[src/rtl/core/pllm_pkg.sv]
// ----------------------------------------------------------------------------
// pllm_pkg
// Shared types and codes for the pooled linked list manager: datapath
// operations, controller command and datapath status bundles.
// ----------------------------------------------------------------------------
package pllm_pkg;

   // request modes
   localparam logic [1:0] MODE_ADD  = 2'd0;
   localparam logic [1:0] MODE_FREE = 2'd1;
   localparam logic [1:0] MODE_POP  = 2'd2;
   localparam logic [1:0] MODE_READ = 2'd3;

   // response status codes
   localparam logic [1:0] ST_OK      = 2'd0;
   localparam logic [1:0] ST_FULL    = 2'd1;
   localparam logic [1:0] ST_DAMAGED = 2'd2;
   localparam logic [1:0] ST_EMPTY   = 2'd3;

   // datapath operations
   typedef enum logic [4:0] {
      OP_NONE,
      OP_LOAD,
      OP_ALLOC_FREE,
      OP_ALLOC_TAKE,
      OP_ALLOC_BUMP,
      OP_INIT_REC,
      OP_READ_CUR,
      OP_STEP,
      OP_HOP,
      OP_LINK_TAIL,
      OP_REV_WR,
      OP_PHASE2,
      OP_REL_ADV,
      OP_POP_REL,
      OP_CLR_PREV,
      OP_CAP_READ,
      OP_EMIT
   } dp_op_type;

   // controller to datapath
   typedef struct packed {
      dp_op_type  op;
      logic       fin;
      logic [1:0] code;
   } cmd_type;

   // datapath to controller
   typedef struct packed {
      logic [1:0] mode;
      logic       cur_zero;
      logic       rd_zero;
      logic       steps_max;
      logic       free_zero;
      logic       pool_full;
      logic       out_free;
   } stat_type;

endpackage

[src/rtl/core/pllm_ctrl.sv]
// ----------------------------------------------------------------------------
// pllm_ctrl
// Sequencer for add, free, pop and read transactions; drives datapath
// operations one link access at a time.
// ----------------------------------------------------------------------------
module pllm_ctrl (
   input  logic               clock,
   input  logic               reset,
   input  logic               req_valid,
   output logic               req_stall,
   input  pllm_pkg::stat_type stat,
   output pllm_pkg::cmd_type  cmd
);

   typedef enum logic [3:0] {
      S_IDLE, S_DISPATCH, S_A_TAKE, S_A_INIT, S_A_RD, S_A_CHK,
      S_F_REV, S_F_REVW, S_F_REL, S_F_RELW,
      S_P_FIRST, S_P_RD, S_P_CHK, S_P_CLR, S_R_CAP, S_FIN
   } state_type;

   state_type state_ff, state_in;

   assign req_stall = (state_ff != S_IDLE);

   // next state and datapath command
   always_comb begin
      state_in = state_ff;
      cmd.op   = pllm_pkg::OP_NONE;
      cmd.fin  = 1'b0;
      cmd.code = pllm_pkg::ST_OK;
      case (state_ff)
         S_IDLE: begin
            if (req_valid) begin
               cmd.op   = pllm_pkg::OP_LOAD;
               state_in = S_DISPATCH;
            end
         end
         S_DISPATCH: begin
            if (stat.mode == pllm_pkg::MODE_ADD) begin
               if (!stat.free_zero) begin
                  cmd.op   = pllm_pkg::OP_ALLOC_FREE;
                  state_in = S_A_TAKE;
               end else if (stat.pool_full) begin
                  cmd.fin  = 1'b1;
                  cmd.code = pllm_pkg::ST_FULL;
                  state_in = S_FIN;
               end else begin
                  cmd.op   = pllm_pkg::OP_ALLOC_BUMP;
                  state_in = S_A_INIT;
               end
            end else if (stat.cur_zero) begin
               cmd.fin  = 1'b1;
               cmd.code = pllm_pkg::ST_EMPTY;
               state_in = S_FIN;
            end else if (stat.mode == pllm_pkg::MODE_FREE) begin
               state_in = S_F_REV;
            end else if (stat.mode == pllm_pkg::MODE_POP) begin
               cmd.op   = pllm_pkg::OP_READ_CUR;
               state_in = S_P_FIRST;
            end else begin
               cmd.op   = pllm_pkg::OP_READ_CUR;
               state_in = S_R_CAP;
            end
         end
         // add: allocate, init, then walk to the tail
         S_A_TAKE: begin
            cmd.op   = pllm_pkg::OP_ALLOC_TAKE;
            state_in = S_A_INIT;
         end
         S_A_INIT: begin
            cmd.op = pllm_pkg::OP_INIT_REC;
            if (stat.cur_zero) begin
               cmd.fin  = 1'b1;
               state_in = S_FIN;
            end else begin
               state_in = S_A_RD;
            end
         end
         S_A_RD: begin
            cmd.op   = pllm_pkg::OP_READ_CUR;
            state_in = S_A_CHK;
         end
         S_A_CHK: begin
            if (stat.rd_zero || stat.steps_max) begin
               cmd.op   = pllm_pkg::OP_LINK_TAIL;
               cmd.fin  = 1'b1;
               cmd.code = stat.rd_zero ? pllm_pkg::ST_OK : pllm_pkg::ST_DAMAGED;
               state_in = S_FIN;
            end else begin
               cmd.op   = pllm_pkg::OP_STEP;
               state_in = S_A_RD;
            end
         end
         // free: reverse the chain, then release tail first
         S_F_REV: begin
            if (stat.cur_zero) begin
               cmd.op   = pllm_pkg::OP_PHASE2;
               state_in = S_F_REL;
            end else if (stat.steps_max) begin
               cmd.fin  = 1'b1;
               cmd.code = pllm_pkg::ST_DAMAGED;
               state_in = S_FIN;
            end else begin
               cmd.op   = pllm_pkg::OP_READ_CUR;
               state_in = S_F_REVW;
            end
         end
         S_F_REVW: begin
            cmd.op   = pllm_pkg::OP_REV_WR;
            state_in = S_F_REV;
         end
         S_F_REL: begin
            if (stat.cur_zero || stat.steps_max) begin
               cmd.fin  = 1'b1;
               cmd.code = stat.cur_zero ? pllm_pkg::ST_OK : pllm_pkg::ST_DAMAGED;
               state_in = S_FIN;
            end else begin
               cmd.op   = pllm_pkg::OP_READ_CUR;
               state_in = S_F_RELW;
            end
         end
         S_F_RELW: begin
            cmd.op   = pllm_pkg::OP_REL_ADV;
            state_in = S_F_REL;
         end
         // pop: find the tail and its predecessor
         S_P_FIRST: begin
            if (stat.rd_zero) begin
               cmd.op   = pllm_pkg::OP_POP_REL;
               cmd.fin  = 1'b1;
               state_in = S_FIN;
            end else begin
               cmd.op   = pllm_pkg::OP_HOP;
               state_in = S_P_RD;
            end
         end
         S_P_RD: begin
            cmd.op   = pllm_pkg::OP_READ_CUR;
            state_in = S_P_CHK;
         end
         S_P_CHK: begin
            if (stat.rd_zero) begin
               cmd.op   = pllm_pkg::OP_POP_REL;
               state_in = S_P_CLR;
            end else if (stat.steps_max) begin
               cmd.fin  = 1'b1;
               cmd.code = pllm_pkg::ST_DAMAGED;
               state_in = S_FIN;
            end else begin
               cmd.op   = pllm_pkg::OP_STEP;
               state_in = S_P_RD;
            end
         end
         S_P_CLR: begin
            cmd.op   = pllm_pkg::OP_CLR_PREV;
            cmd.fin  = 1'b1;
            state_in = S_FIN;
         end
         S_R_CAP: begin
            cmd.op   = pllm_pkg::OP_CAP_READ;
            cmd.fin  = 1'b1;
            state_in = S_FIN;
         end
         // hand the result to the response register
         S_FIN: begin
            if (stat.out_free) begin
               cmd.op   = pllm_pkg::OP_EMIT;
               state_in = S_IDLE;
            end
         end
         default: begin
            state_in = S_IDLE;
         end
      endcase
   end

   // state register
   always_ff @(posedge clock) begin
      if (reset) begin
         state_ff <= S_IDLE;
      end else begin
         state_ff <= state_in;
      end
   end

endmodule

[config.mk]
export PLATFORM = sky130hd
export DESIGN_NAME = pllm_ctrl
export DESIGN_NICKNAME = d
export VERILOG_FILES = /design/src/rtl/core/pllm_pkg.sv /design/src/rtl/core/pllm_ctrl.sv
export SDC_FILE = /design/constraint.sdc
export NUM_CORES = 1
export LEC_CHECK = 0
export ABC_AREA = 1
export BUFFER_PORTS_ARGS = -buffer_cell sky130_fd_sc_hd__buf_2
export CAP_MARGIN = 20
export CORE_UTILIZATION = 46
export CTS_CLUSTER_DIAMETER = 30
export CTS_CLUSTER_SIZE = 10
export DETAILED_ROUTE_END_ITERATION = 6
export PLACE_DENSITY = 0.71
export SYNTH_ARGS = -nofsm -noshare
export SYNTH_HDL_FRONTEND = slang
export SYNTH_SLANG_ARGS = --single-unit
export TNS_END_PERCENT = 50
[constraint.sdc]
create_clock -name clock -period 2.49 [get_ports clock]
set_clock_uncertainty 0.1 [all_clocks]
set_input_delay 0.498 -clock clock [delete_from_list [all_inputs] [get_ports clock]]
set_output_delay 0.498 -clock clock [all_outputs]
set_load 0.01 [all_outputs]
After elaboration in Yosys (flattened, before gate mapping) --
Index checks and enable logic that the tools add are counted.
Word-level totals: flip-flop bits (word level) 4, output and inout port bits 9, logic and storage cells 74
Cells by class: equal/unequal tests 19, multiplexer cells 46, reductions and logical operators 8
Operators with widths (count):
- $pmux W5 S15 | 1
- $mux W4 | 15
- $pmux W4 S15 | 1
- $mux W3 | 19
- $eq A4 B4 Y1 const B | 8
- $eq A4 B3 Y1 const B | 4
- $mux W5 | 2
- $pmux W2 S5 | 1
- $eq A4 B2 Y1 const B | 2
- $mux W8 | 1
- $pmux W1 S8 | 1
- $eq A4 B1 Y1 const B | 1
- $logic_not A4 Y1 | 1
- $mux W2 | 2
- $ne A2 B2 Y1 const B | 2
- $reduce_bool A4 Y1 | 1
- $reduce_or A2 Y1 | 2
- $mux W1 | 3
- $eq A2 B1 Y1 const B | 1
- $eq A2 B2 Y1 const B | 1
- $logic_not A2 Y1 | 1
- $logic_or A1 B1 Y1 | 2
- $reduce_and A2 Y1 | 1

Depth between registers and ports, before layout --
Gate-level depths: netlist of the first run.
depth after elaboration 6, gate-level depth with buffers 9, depth with buffers taken out 9

Worst setup path before layout of the first run --
OpenSTA, ideal clock, no wires.
kind input to output, start input stat[7] (netlist bit), end output cmd[2] (netlist bit), data arrival time 1.254 ns, required time 1.892 ns, slack 0.638 ns, stages 7, buffers on the path 0, cells stage by stage nor2_1 nand2_1 inv_1 nor2_1 o21a_1 a21oi_1 nand3_1
RTL lines:
- start: declaration | RTL line pllm_ctrl.sv:11 | input pllm_pkg::stat_type stat,
- end: declaration | RTL line pllm_ctrl.sv:12 | output pllm_pkg::cmd_type cmd

==> results.toml, run 1 <==
[run_status]
status = "complete, no violations"

[timing]
fin_crit_sh = 0.893
slew_violations = 0
fmax_mhz = 449
fin_setup_tns_ns = 0
hold_viol_final = 0
slew_headroom = 0.779
rsz0062_at_grt = "false"
finalSetupViolCount = 0
finalCriticalPeriod_ns = 2.22
tightest_slew_ns = 0.331
setup_ws_ns = 0.265

[synthesis]
synth_common_cells = "44 x nand2_1, 37 x nor2_1, 26 x inv_1"
yosys-top-cells-area = "nand2_1 23%, nor2_1 19%, inv_1 13%, dfxtp_1 11%, nand3_1 9.7%"
netlist_instances = 153
synth_top_area_frac = 0.228
synth_seq_cells = 4
synth_area_sq_um = 723
synth.most_common_cell = "nand2_1"
dominantRegCellSynth = "dfxtp_1"
synth_fp_nets = 164
async_reset_ff_frac = 0
synth_top_area_cell = "nand2_1"
syn_avg_cell_area_sq_um = 4.73
synth_edf_count = 0
synth_cell_types = 17
ys_seq_area_frac = 0.111
yosysWarnings = 0

[placed_design]
placed_area_sq_um = 837
io_buffers = 19
dp_slack_ns = 0.370
placedCellCount = 187
dpl.hpwl_um = 1770
gp_congestion = 0.979

[critical_path]
r2r_slack_ns = 1.00
endpoint_kind = "output port"
crit_arrival_ns = 1.63
cp.required_ns = 1.89
setup.worst_path.class = "flop to output port"
worst-path-max-fanout = 5
cp-startpoint = "state_ff[0]$_SDFFE_PP0P_"
r2r_start = "state_ff[0]$_SDFFE_PP0P_"
cp-endpoint = "cmd[2]"
worst-r2r-cell-count = 9
startpoint_type = "flop"
timing.rr.end = "state_ff[0]$_SDFFE_PP0P_"

[clocking]
clock-root-buffer = "clkbuf_4"
postCtsSetupBuffers = 0
clk_path_buf_depth = 2
clock_sinks = 4
htreeDepth = 1
clkLatencyLatePin_ns = 0.24
clk_pin_slew_ns = 0.04
tritoncts = "done"
cts_hold_buf = 0
cts-resized-gates = 0
cts_buffers = 3

[pwr]
ir_drop_mv = 0.517
pwr_density_cell_mw_per_mm2 = 979
leakagePower_nw = 0.553

[layout]
largest_register = "state_ff"
syn2layout_area_growth_pct = 18.9
num-nets-final = 188
diodes = 0
stdcell_area_sq_um = 860
drive_above_1_share = 0.126
largest_reg_flops = 4
reg_top3 = "state_ff x4"
layoutNonFillerInstCount = 190

[die]
coreArea_sq_mm = 0.00138
ioPinCount = 20
chipWidth_um = 41.7
die_y_um = 41.7
num_rows = 13
dieArea_sq_mm = 0.00173
start_util = 0.523

[routing]
initialDrtViolationCount = 70
firstDrtPassIters = 4
wl_um = 2150
vias_per_cell = 5.53
dr_total_vias = 1051
drc = 0
ant_nets = 0
wl_per_cell_um = 11.3

[grt]
grt_pass1_wl_um = 3420
grt_use_total = 0.251
grt-ovfl-total = 0
grt_max_degree = 8
grt_pass1_vias = 897
antenna_found_initial = 0

[min_path]
hold_class = "primary input to flop"

[flow_run]
drv_cap = 0
==> critical path, cell delays in order, from the launching register on <==
cell     delay (ns)
dfxtp_1        0.39
inv_1          0.12
nor2_1         0.18
nand2_1        0.13
nor2_1         0.17
o21a_1         0.16
a21oi_1        0.04
nand3_1        0.07
buf_2          0.12
==> cell usage in the layout (no fill, tap or decap), types with 3 or more instances in the layout <==
cell | synthesis | layout
nand2_1 | 44 | 44
nor2_1 | 37 | 37
inv_1 | 26 | 26
buf_2 | 0 | 19
nand3_1 | 14 | 14
o21ai_0 | 7 | 7
nor3_1 | 5 | 5
dfxtp_1 | 4 | 4
o211ai_1 | 3 | 3
clkbuf_4 | 0 | 3
==> per-stage QoR <==
step	power (mW)	util	hold slack (ns)
2_1_floorplan	0.571	-	0.575
3_5_place_dp	0.753	0.605	0.660
6_report	0.842	0.622	0.428
4_1_cts	0.839	0.622	0.422
5_1_grt	0.931	0.622	0.420
3_3_place_gp	0.753	0.605	0.667
==> final cells by class <==
type | instances | area [sq um]
multi-input cells | 123 | 546
flip-flops and latches | 4 | 80.1
fillers | 144 | 523
repair buffers | 19 | 95.1
clock buffers | 3 | 22.5
inverters | 26 | 97.6
well taps | 15 | 18.8
==> where the power goes <==
group / switching [mW] / internal [mW]
Combinational: 0.395 / 0.239
Sequential: 0.0357 / 0.0910
Clock: 0.0265 / 0.0539
==> worst min-delay path by stage <==
stage	from	endpoint	slack, ns	depth (start not counted)
finish	reset	state_ff[3]$_SDFFE_PP0P_	0.43	4
global route	reset	state_ff[3]$_SDFFE_PP0P_	0.42	4
CTS	reset	state_ff[3]$_SDFFE_PP0P_	0.42	4
detailed placement	state_ff[2]$_SDFFE_PP0P_	state_ff[1]$_SDFFE_PP0P_	0.66	5
global placement	state_ff[1]$_SDFFE_PP0P_	state_ff[0]$_SDFFE_PP0P_	0.67	5
floorplan	reset	state_ff[3]$_SDFFE_PP0P_	0.57	3
==> layer usage <==
metal / global-route usage / vias up / wire length [um]
li1: - / 534 / -
met1: 0.320 / 435 / 962
met2: 0.397 / 74 / 935
met3: 0.0609 / 8 / 203
met4: 0.110 / 0 / 46
met5: 0 / - / 0
==> cell families after synthesis <==
kind of cell | Yosys count | synth area share
AO/OA/AOI/OAI | 18 | 0.154
flip-flops | 4 | 0.111
buffers and inverters | 26 | 0.135
AND/OR/NAND/NOR | 105 | 0.600
Power figures use the tool's default switching activity.
==> run 2, diff against run 1 <==
Settings changed: CORE_UTILIZATION 46 to 55, CTS_BUF_LIST from default to sky130_fd_sc_hd__clkbuf_8, PLACE_DENSITY 0.71 to 0.82.
==> results.toml, run 2 (synthesized netlist as in run 1, its figures left out) <==
[run_status]
status = "complete, no violations"

[routing]
top_layer_used = "met4"
ant_nets = 0
drc = 0
routedLengthMet1_um = 951
wl_met3_um = 225
firstDrtPassIters = 4
dr_total_vias = 1080
wl_um = 2260
vias_per_cell = 5.71
wl_met2_um = 1060
wl_per_cell_um = 12.0
initialDrtViolationCount = 50

[flow_run]
drv_cap = 0

[grt]
grt_pass1_vias = 887
grt_max_degree = 8
grt_pass1_wl_um = 3740
antenna_found_initial = 0
grt-ovfl-total = 0
grt_use_total = 0.363

[critical_path]
endpoint_kind = "output port"
cp-startpoint = "state_ff[0]$_SDFFE_PP0P_"
crit_buf_inv = 2
startpoint_type = "flop"
path_cells = "inv_1, nor2_1, nand2_1, nor2_1, o21a_1, a21oi_1, nand3_1, buf_2"
cp_common_cell = "nor2_1"
r2r_start = "state_ff[2]$_SDFFE_PP0P_"
setup.worst_path.class = "flop to output port"
cp.required_ns = 1.89
crit_slowest_cell = "dfxtp_1"
path_delay_family = "simple AND/OR/NAND/NOR gates"
worst-path-max-fanout = 5
crit_arrival_ns = 1.66
critPathMaxStageDelay_ns = 0.40

[die]
die_y_um = 38.3
dieArea_sq_mm = 0.00146
num_rows = 12
chipWidth_um = 38.3
coreArea_sq_mm = 0.00117
start_util = 0.618
ioPinCount = 20

[clocking]
tritoncts = "done"
htreeDepth = 1
clk_pin_slew_ns = 0.03
cts_buffers = 3
clock-root-buffer = "clkbuf_8"
clock_sinks = 4
clk_path_buf_depth = 2
cts_hold_buf = 0
clkLatencyLatePin_ns = 0.22
postCtsSetupBuffers = 0
cts-resized-gates = 0

[min_path]
hold_class = "primary input to flop"
min-delay-start = "reset"

[timing]
finalSetupViolCount = 0
fin_setup_tns_ns = 0
finalCriticalPeriod_ns = 2.26
holdWs_ns = 0.452
hold_viol_final = 0
slew_violations = 0
fmax_mhz = 443
tightest_slew_ns = 0.350
fin_crit_sh = 0.906
rsz0062_at_grt = "false"
slew_headroom = 0.766

[placed_design]
placed_area_sq_um = 836
placedCellCount = 186
dpl.hpwl_um = 1870
gp_congestion = 0.925
io_buffers = 19

[layout]
largest_reg_flops = 4
layout_common_cells = "44 x nand2_1, 37 x nor2_1, 26 x inv_1"
largest_register = "state_ff"
stdcell_area_sq_um = 877
reg_top3 = "state_ff x4"
diodes = 0
num-nets-final = 188
layoutNonFillerInstCount = 189
final_common_cell = "nand2_1"
drive_above_1_share = 0.126
syn2layout_area_growth_pct = 21.3

[pwr]
pwr_density_cell_mw_per_mm2 = 1040
leakagePower_nw = 0.561
ir_drop_mv = 0.785
-- run 2: cell types whose count changed in the layout (fill, tap and decap cells not counted) --
cell,change
clkbuf_8,+3
clkbuf_4,-3
-- run 2: layout make-up --
class	count	area, sq um
well taps	14	17.5
multi-input cells	123	546
clock buffers	3	41.3
fillers	112	294
inverters	26	97.6
repair buffers	19	95.1
flip-flops and latches	4	80.1
-- run 2: path summary, 6_finish.rpt --
check / slack, ns / depth (start not counted) / to
worst max-delay path: 0.23 / 8 / cmd[2]
worst min-delay path: 0.45 / 4 / state_ff[1]$_SDFFE_PP0P_
worst max register to register: 0.94 / 7 / state_ff[0]$_SDFFE_PP0P_
worst min register to register: 0.69 / 5 / state_ff[1]$_SDFFE_PP0P_
-- run 2: worst min-delay path, stage by stage --
cell,delay [ns]
buf_2,0.07
inv_1,0.06
nand2_1,0.06
inv_1,0.03
-- run 2: report_power, final --
part           total, mW  internal [mW]  switching (mW)  leakage (nW)
combinational      0.643          0.239           0.404         0.506
sequential         0.128         0.0910          0.0373        0.0331
clock              0.141          0.103          0.0372        0.0216
total              0.912          0.434           0.478         0.561
-- run 2: per-stage QoR --
step	utilization	setup WS, ns	power [mW]
6_report	0.749	0.233	0.912
5_1_grt	0.749	0.0937	0.999
4_1_cts	0.749	0.275	0.901
3_5_place_dp	0.714	0.344	0.756
3_3_place_gp	0.714	0.413	0.746
2_1_floorplan	-	0.638	0.571
-- run 2: routing by layer --
layer	vias up	GRT usage
met2	73	0.636
met4	0	0.0804
met1	467	0.443
li1	533	-
met5	-	0
met3	7	0.0814
